--- config.mk ---
export PLATFORM = sky130hd
export DESIGN_NAME = psd_queue
export DESIGN_NICKNAME = d
export VERILOG_FILES = /design/src/hw/rtl/psd_pkg.sv /design/src/hw/rtl/psd_queue.sv
export VERILOG_INCLUDE_DIRS = /design/src /design/src/hw/rtl
export SDC_FILE = /design/constraint.sdc
export NUM_CORES = 1
export LEC_CHECK = 0
export BUFFER_PORTS_ARGS = -buffer_cell sky130_fd_sc_hd__buf_2
export CAP_MARGIN = 30
export CORE_ASPECT_RATIO = 2
export CORE_MARGIN = 3
export CORE_UTILIZATION = 61
export DETAILED_ROUTE_END_ITERATION = 10
export GPL_TIMING_DRIVEN = 0
export PLACE_DENSITY = 0.9
export REMOVE_ABC_BUFFERS = 1
export SLEW_MARGIN = 20
export SYNTH_ARGS = -nofsm -noshare
export SYNTH_HDL_FRONTEND = slang
export SYNTH_SLANG_ARGS = --single-unit
--- constraint.sdc ---
create_clock -name clock -period 27.3 [get_ports clock]
set_input_delay 8.19 -clock clock [delete_from_list [all_inputs] [get_ports clock]]
set_output_delay 8.19 -clock clock [all_outputs]
set_load 0.05 [all_outputs]
--- src/hw/rtl/point_segment_distance_defines.svh ---
// Assertion macros shared by the point-to-segment distance RTL.
// No dependencies; included by the files that carry assertions.
`ifndef POINT_SEGMENT_DISTANCE_DEFINES_SVH
`define POINT_SEGMENT_DISTANCE_DEFINES_SVH

// same-cycle implication
`define PSD_ASSERT_NOW(label, clk, rst, ante, cons, msg) \
   label: assert property (@(posedge clk) disable iff (rst) (ante) |-> (cons)) \
      else $error(msg);

// next-cycle implication
`define PSD_ASSERT_NEXT(label, clk, rst, ante, cons, msg) \
   label: assert property (@(posedge clk) disable iff (rst) (ante) |=> (cons)) \
      else $error(msg);

`endif

--- src/hw/rtl/psd_pkg.sv ---
// Shared constants and the front-to-back item type for point_segment_distance.
// No dependencies.
package psd_pkg;

   localparam int COORD_W   = 32;              // coordinate width
   localparam int FRAC_BITS = 16;              // fraction bits of r
   localparam int OUT_W     = 32;              // distance / projection width
   localparam int DIFF_W    = COORD_W + 1;     // coordinate differences
   localparam int SP_W      = 2 * DIFF_W;      // signed product
   localparam int SUM_W     = 2 * COORD_W + 2; // magnitude of a sum of two products
   localparam int SS_W      = SUM_W + 1;       // signed sum of two products
   localparam int HALF_W    = SUM_W / 2;       // limb for squaring
   localparam int SQ_W      = 2 * SUM_W;       // square of a sum magnitude
   localparam int Q_W       = SUM_W;           // distance quotient bits
   localparam int ROOT_W    = Q_W / 2;         // square root bits
   localparam int RM_W      = ROOT_W + 2;      // root remainder
   localparam int PQ_W      = OUT_W;           // projection quotient bits
   localparam int PNUM_W    = SUM_W + FRAC_BITS;
   localparam int QUEUE_DEPTH = 4;
   localparam int QPTR_W    = $clog2(QUEUE_DEPTH);
   localparam int QCNT_W    = QPTR_W + 1;

   localparam logic [OUT_W-1:0] PROJ_MAX  = {1'b0, {(OUT_W-1){1'b1}}};
   localparam logic [OUT_W-1:0] PROJ_MIN  = {1'b1, {(OUT_W-1){1'b0}}};
   localparam logic [OUT_W-1:0] DIST_MAX  = {OUT_W{1'b1}};

   typedef struct packed {
      logic             degenerate;
      logic             perp;        // foot of perpendicular on the segment
      logic             rn_neg;
      logic [SUM_W-1:0] rn_mag;
      logic [SUM_W-1:0] rd;
      logic [SUM_W-1:0] cr_mag;
      logic [SUM_W-1:0] m;           // smaller squared endpoint distance
   } psd_item_type;

endpackage

--- src/hw/rtl/psd_queue.sv ---
// Short queue of classified items between the front and back parts.
// Depends on psd_pkg and point_segment_distance_defines.svh.
`include "point_segment_distance_defines.svh"

module psd_queue (
   input  logic                  clock,
   input  logic                  reset,
   input  logic                  push,
   input  psd_pkg::psd_item_type wr_item,
   output logic                  full,
   output logic                  pop,
   output psd_pkg::psd_item_type rd_item
);

   localparam int DEPTH = psd_pkg::QUEUE_DEPTH;
   localparam int PW    = psd_pkg::QPTR_W;
   localparam int CNTW  = psd_pkg::QCNT_W;

   psd_pkg::psd_item_type entry_ff [DEPTH];
   logic [PW-1:0]   wr_ptr_ff, rd_ptr_ff;
   logic [CNTW-1:0] count_ff, count_in;
   logic            wr, empty;

   assign full  = (count_ff == CNTW'(DEPTH));
   assign empty = (count_ff == '0);
   assign wr    = push && !full;
   assign pop   = !empty;          // the back part never stalls
   assign rd_item = entry_ff[rd_ptr_ff];

   always_comb begin
      count_in = count_ff;
      if (wr && !pop) begin
         count_in = count_ff + 1'b1;
      end else if (pop && !wr) begin
         count_in = count_ff - 1'b1;
      end
   end

   always_ff @(posedge clock) begin
      if (reset) begin
         wr_ptr_ff <= '0;
         rd_ptr_ff <= '0;
         count_ff  <= '0;
      end else begin
         if (wr) begin
            wr_ptr_ff <= wr_ptr_ff + 1'b1;
         end
         if (pop) begin
            rd_ptr_ff <= rd_ptr_ff + 1'b1;
         end
         count_ff <= count_in;
      end
   end

   always_ff @(posedge clock) begin
      if (wr) begin
         entry_ff[wr_ptr_ff] <= wr_item;
      end
   end

   `PSD_ASSERT_NOW(a_count_bound, clock, reset, 1'b1, count_ff <= CNTW'(DEPTH), "queue count over depth")
   `PSD_ASSERT_NOW(a_ptr_match, clock, reset, 1'b1, (wr_ptr_ff - rd_ptr_ff) == count_ff[PW-1:0], "queue pointers disagree with count")
   `PSD_ASSERT_NEXT(a_count_up, clock, reset, wr && !pop, count_ff == $past(count_ff) + 1'b1, "queue count missed a write")

endmodule

### Yosys cells after proc, flatten, opt, wreduce, memory -nomap -nowiden

Memories as Yosys holds them, arrays and structs flattened. A register that Yosys moved wholly into a read port is not among the register bits.
Cells that the tools add are included.

| word-level totals | value |
|---|---|
| RAM bits | 1068 |
| output and inout bits | 269 |
| input port bits | 270 |
| register bits | 7 |
| memories kept | 1 |

Memories:

| memory | words | bits a word | read ports | clocked after memory_dff | wr ports | RTL line | text |
|---|---|---|---|---|---|---|---|
| entry_ff | 4 | 267 | 1 | 1 | 1 | psd_queue.sv:19 | `psd_pkg::psd_item_type entry_ff [DEPTH];` |

| cells by class | value |
|---|---|
| equal/unequal tests | 1 |
| muxes and demuxes | 6 |
| reduce and logical (&&, ||, !) cells | 8 |
| add/sub/neg operators | 4 |

Operators with widths:

| cell | number |
|---|---|
| 2-to-1 mux 3 bit | 2 |
| adder 2 x 1 -> 2 bit (second input constant) | 2 |
| 2-to-1 mux 2 bit | 2 |
| adder 3 x 1 -> 3 bit (second input constant) | 1 |
| equality test 3 bit (second input constant) | 1 |
| logical AND 1 bit | 3 |
| logical NOT 1 bit | 3 |
| logical NOT 3 bit | 1 |
| subtractor 3 x 1 -> 3 bit (second input constant) | 1 |
| 2-to-1 mux 1 bit | 2 |
| nonzero test 2 bit | 1 |

### Longest topological paths before layout

Gate-level depths: netlist of the first run.

| depth | value |
|---|---|
| depth in word-level cells | 7 |
| mapped depth | 8 |
| mapped depth without buffers | 8 |

### Least setup slack after synthesis of the first run

Ideal clock, no wire load.

| timing | value |
|---|---|
| kind | input-to-reg |
| from | in push |
| to | mem entry_ff[0][0] (netlist name), enable pin |
| setup time | 0.662 ns |
| cell stages on the path | 3 |
| arrival | 14.583 ns |
| slack | 12.055 ns |
| cells stage by stage | inv_1 -> nor2_1 -> and2_1 |

| between the ends | value |
|---|---|
| cells in the longest elaborated chain, start to end | 3 |

RTL lines:

| what | RTL line | text |
|---|---|---|
| start: declaration | psd_queue.sv:8 | `input logic push,` |
| logical AND 1 bit | psd_queue.sv:26 | `assign wr = push && !full;` |
| via wr | psd_queue.sv:22 | `logic wr, empty;` |
| 2-to-1 mux 1 bit | psd_queue.sv:56 | `if (wr) begin` |
| 2-to-1 mux 1 bit (implied by the code) | psd_queue.sv:57 | `entry_ff[wr_ptr_ff] <= wr_item;` |
| end: declaration | psd_queue.sv:19 |  |

The timed path passes the listed nets, and every way through them passes these cells.

==> flow_summary.yaml, run 1 <==
run_status:
  status: "finished clean"
worst_setup_path:
  path_buf_inv: 4
  cp_slowest_cell: "dfxtp_4"
  crit_cells: 5
  worstSetupEndpointType: "output port"
  crit_path_frequent_cell: "buf_16"
  max_stage_delay_ns: 0.82
  start_kind: "flip-flop"
  path_class: "flip-flop to output port"
  crit_path_end: "rd_item[31]"
  r2r_end: "entry_ff[2][57]"
  worstPathArrival_ns: 3.44
  crit_required_ns: 19.11
  crit_fanout: 40
  r2r-start: "count_ff[0]"
  crit_family: "buffers and inverters"
  reg2reg_setup_slack_ns: 24.29
  path_cells: "buf_16, buf_16, buf_16, mux4_1, buf_2"
  worstRegToRegCells: 6
die:
  fp.dieH_um: 366
  rows: 131
  coreArea_mm2: 0.0639
  boundaryPins: 539
  die_area_mm2: 0.0680
  die_x_um: 186
  start_util_pct: 61.7
power:
  post-layout-total-power_w: 0.00487
  power.density_mw_per_mm2: 105
  leakagePower_nw: 15.7
  peakVddDrop_mv: 0.112
synthesis:
  yosysTopAreaCell: "edfxtp_1"
  yosysWarnings: 0
  synth-compound-area-share_pct: 0.0697
  syn_area_mm2: 0.0395
  yosys.area_share.simple_pct: 0.219
  synth_ff_type: "edfxtp_1"
  synth_fa_ha_area_share_pct: 0.209
  synth_edf_count: 1068
  async_reset_ff_share_pct: 0
  seq_area_frac_synth_pct: 81.7
  synth.most_common_cell: "edfxtp_1"
  synth.area.top_cells: "edfxtp_1 81%, mux4_2 8.3%, mux4_1 8.1%"
  syn_avg_cell_area_um2: 27.4
  synth-seq-cells: 1077
  yosysTopAreaCellShare_pct: 81.3
  synth-xor-area-share_pct: 0.0888
  synth.distinct_cells: 22
  muxShareOfSynthArea_pct: 16.4
  synth_top_family_by_area: "multiplexers"
  synthCells: 1443
  synth_common_cells: "1068 x edfxtp_1, 146 x mux4_2, 121 x mux4_1, 28 x buf_2, 24 x buf_6"
clocking:
  cts_hold_buf: 0
  cts_tree: "built"
  cts_setup_buffers: 0
  cts_root_buffer: "clkbuf_16"
  clkTransAtPathRegs_ns: 0.07
  ctsHtreeMaxLevel: 3
  cts_buffer_depth: 3
  insertion_delay_ns: 0.66
  cts_made_buffers: 85
  numClockSinks: 1077
  ctsResizeCount: 0
routing:
  first_pass_iters: 7
  drc: 0
  drt-initial-drc-count: 1693
  wl_um: 91500
  wl_per_cell_um: 31.1
  viasPerCell: 6.28
  num_vias: 18471
  drtAntennaViolNets: 0
sta:
  final.period_utilization_pct: 42.6
  maxSlewViolCount: 0
  fmaxAchievable_mhz: 86.0
  hold_viol_final: 0
  slew-limit-headroom_pct: 48.6
  finalClockSkew_ns: 0.0251
  tightest_slew_ns: 0.770
  rsz0062_at_grt: "false"
  setup_tns_ns: 0
  final.min_clock_period_ns: 11.63
  setup_violations: 0
finish:
  multiInputGateArea_mm2: 0.00673
  filler_cell_count: 3369
  drive_above_1_share_pct: 40.2
  synthToLayoutAreaGrowth_pct: 17.4
  seq_area_mm2: 0.0323
  nNetsFinal: 2318
grt:
  grt_max_degree: 57
  antenna_found_initial: 38
  grtUsageTotal_pct: 27.2
  first_global_vias: 19971
  overflow: 0
  grt_pass1_wl_um: 133000
place:
  dp_hpwl_um: 54200
  gp_congestion: 0.762
  io_buffers: 538
job:
  maxCapViolations: 0
worst_hold_path:
  hp-class: "flip-flop to flip-flop"
==> cell type report <==
cell class              count  area share, %
clock buffers              98           4.70
multi-input cells         300           14.5
inverters                   5         0.0405
diodes                     39          0.211
well taps                 798           2.15
repair buffers            573           7.68
flip-flops and latches   1077           69.6
clock inverters            53           1.09
==> tightest hold or removal path, stage by stage (launching register included) <==
cell and delay, ns:
dfxtp_1 0.34, o21ai_0 0.08, a21oi_1 0.06
==> how the worst min path moves through the flow <==
stage	slack, ns	end	depth (start not counted)	startpoint
finish	0.53	count_ff[2]	2	count_ff[2]
global route	0.56	count_ff[2]	2	count_ff[2]
floorplan	0.47	count_ff[2]	2	count_ff[2]
detailed placement	0.51	count_ff[2]	2	count_ff[2]
global placement	0.49	wr_ptr_ff[1]	2	wr_ptr_ff[1]
CTS	0.52	count_ff[2]	2	count_ff[2]
==> where the power goes <==
group          switching (W)  internal (W)
clock               0.000576      0.000621
combinational        0.00116      0.000481
sequential         0.0000578       0.00197
==> state kept, by name (all words and copies together) (netlist names), named ones only <==
| signal | cells |
|---|---|
| entry_ff | 1068 |
| count_ff | 3 |
| rd_ptr_ff | 2 |
| wr_ptr_ff | 2 |
==> layout by cell type (no fill, tap or decap), drive strengths merged <==
cell and instances:
a21oi 2, and2 4, buf 573, bufinv 4, clkbuf 98, clkinv 40
clkinvlp 5, dfxtp 9, diode 39, edfxtp 1068, fa 1, ha 5
inv 9, mux2i 2, mux4 267, nand2b 2, nor2 6, nor3b 1
o21ai 2, o31ai 1, or3 3, xnor2 1, xor2 3
==> per-stage QoR <==
step / hold slack (ns) / setup WS, ns / utilization [%] / cell area [µm²] / std cells
6_report: 0.527 / 15.67 / 72.5 / 46300 / 2943
5_1_grt: 0.564 / 15.48 / 72.5 / 46300 / 2933
4_1_cts: 0.519 / 15.52 / 72.3 / 46200 / 2904
3_5_place_dp: 0.509 / 16.32 / 68.1 / 43600 / 2753
3_3_place_gp: 0.494 / 3.31 / 66.8 / 42700 / 2718
2_1_floorplan: 0.469 / 7.86 / - / 39000 / 1382
==> metal layers <==
layer	global-route usage [%]	vias up	part of all wire [%]
li1	-	7629	-
met1	31.5	9540	32
met2	45.8	1076	53
met3	7.62	220	9.4
met4	14.5	6	5.3
met5	0	-	0.043
==> logic make-up after synthesis <==
group	after synthesis
AO/OA/AOI/OAI	5
XOR/XNOR	4
adder cells (fa/ha/maj)	6
buffers and inverters	66
flip-flops	1077
multiplexers	269
AND/OR/NAND/NOR	16
Power figures use the tool's default switching activity.
==> run 2, diff against run 1 <==
Settings changed: CORE_UTILIZATION 61 to 52, PLACE_DENSITY 0.9 to 0.82.
Clock period 27.3 ns to 10.1 ns, I/O delays scaled along.
==> flow_summary.yaml, run 2 (synthesis results as in run 1) <==
run_status:
  status: "finished clean"
worst_setup_path:
  path_cells: "buf_16, buf_16, buf_12, buf_16, mux4_1, buf_2"
  crit_required_ns: 7.07
  worstSetupEndpointType: "output port"
  start_kind: "flip-flop"
  crit_family: "buffers and inverters"
  cp_slowest_cell: "mux4_1"
  path_buf_inv: 5
  max_stage_delay_ns: 0.63
  worstPathArrival_ns: 3.28
  r2r-start: "count_ff[0]"
  crit_fanout: 39
  path_class: "flip-flop to output port"
  crit_path_frequent_cell: "buf_16"
power:
  peakVddDrop_mv: 0.207
  power.density_mw_per_mm2: 283
  leakagePower_nw: 15.8
die:
  die_x_um: 201
  start_util_pct: 52.5
  coreArea_mm2: 0.0752
  die_area_mm2: 0.0794
  fp.dieH_um: 396
  boundaryPins: 539
  rows: 142
grt:
  grtUsageTotal_pct: 20.6
  grt_max_degree: 54
  grt_pass1_wl_um: 122000
  overflow: 0
  antenna_found_initial: 30
  first_global_vias: 19158
clocking:
  insertion_delay_ns: 0.66
  cts_root_buffer: "clkbuf_16"
  ctsHtreeMaxLevel: 3
  cts_buffer_depth: 3
  cts_made_buffers: 87
  clkTransAtPathRegs_ns: 0.07
  cts_hold_buf: 0
  numClockSinks: 1077
  cts_tree: "built"
  cts_setup_buffers: 0
  ctsResizeCount: 0
finish:
  stdcell_area_mm2: 0.0469
  final_common_cell: "edfxtp_1"
  filler_cell_count: 4823
  final_cell_mix: "1068 x edfxtp_1, 538 x buf_2, 146 x mux4_2"
  regMostFlops: "entry_ff"
  reg_top3: "entry_ff: 1068 flops, count_ff: 3 flops"
  synthToLayoutAreaGrowth_pct: 18.8
  nNetsFinal: 2325
  drive_above_1_share_pct: 40.7
  largest_register_ffs: 1068
routing:
  wl_per_cell_um: 25.8
  first_pass_iters: 5
  num_vias: 17944
  drt-initial-drc-count: 1005
  drc: 0
  wl_um: 81000
  drtAntennaViolNets: 0
  viasPerCell: 5.71
sta:
  fmaxAchievable_mhz: 158
  maxSlewViolCount: 0
  final.min_clock_period_ns: 6.31
  setup_violations: 0
  tightest_slew_ns: 0.743
  hold_viol_final: 0
  slew-limit-headroom_pct: 50.5
  final.period_utilization_pct: 62.5
  rsz0062_at_grt: "false"
  finalClockSkew_ns: 0.0177
  timing.final.ws_setup_ns: 3.79
  setup_tns_ns: 0
worst_hold_path:
  hold_start: "wr_ptr_ff[1]"
  hp-class: "flip-flop to flip-flop"
place:
  gp_congestion: 0.738
  dp_slack_ns: 4.35
  io_buffers: 538
  dp_hpwl_um: 53100
  placed_cell_area_mm2: 0.0439
job:
  maxCapViolations: 0
==> run 2: final cells by class <==
type / count / area, µm² / share of cell area, %
Clock inverter: 53 / 657 / 1.40
Tap cell: 1008 / 1260 / 2.69
Multi-Input combinational cell: 300 / 6730 / 14.4
Clock buffer: 101 / 2230 / 4.76
Timing Repair Buffer: 578 / 3670 / 7.82
Inverter: 5 / 18.8 / 0.0400
Antenna cell: 19 / 47.5 / 0.101
Sequential cell: 1077 / 32300 / 68.8
==> run 2: final timing paths <==
path / cells after the start / slack [ns] / end
worst min-delay path: 2 / 0.54 / wr_ptr_ff[1]
worst max-delay path: 6 / 3.79 / rd_item[125]
worst max register to register: 6 / 7.34 / entry_ff[1][182]
worst min register to register: 2 / 0.54 / wr_ptr_ff[1]
==> run 2: power breakdown <==
| part | total, W | switching [W] | internal, W |
|---|---|---|---|
| sequential | 0.00543 | 0.000117 | 0.00531 |
| clock | 0.00341 | 0.00152 | 0.00189 |
| combinational | 0.00441 | 0.00310 | 0.00131 |
| total | 0.0133 | 0.00473 | 0.00852 |
==> run 2: through the flow <==
stage / hold slack (ns) / total power (W) / util [%] / std cells
4_1_cts: 0.541 / 0.0134 / 62.3 / 3122
6_report: 0.536 / 0.0133 / 62.4 / 3141
3_3_place_gp: 0.496 / 0.0107 / 57.1 / 2928
5_1_grt: 0.567 / 0.0137 / 62.3 / 3133
3_5_place_dp: 0.532 / 0.00996 / 58.5 / 2968
2_1_floorplan: 0.469 / 0.00910 / - / 1382
==> run 2: layer usage <==
layer / wire, µm / vias up / global-route usage [%]
li1: - / 7623 / -
met1: 28000 / 9328 / 24.5
met2: 42500 / 804 / 35.1
met3: 7760 / 169 / 6.88
met4: 2620 / 20 / 7.78
met5: 124 / - / 0
==> run 2: worst reg2reg max path, cell delays in order (launching register included) <==
cell,delay [ns]
dfxtp_1,0.45
nor3b_1,0.13
nor2_1,0.37
and2_4,0.53
buf_12,0.30
buf_16,0.28
buf_16,0.34
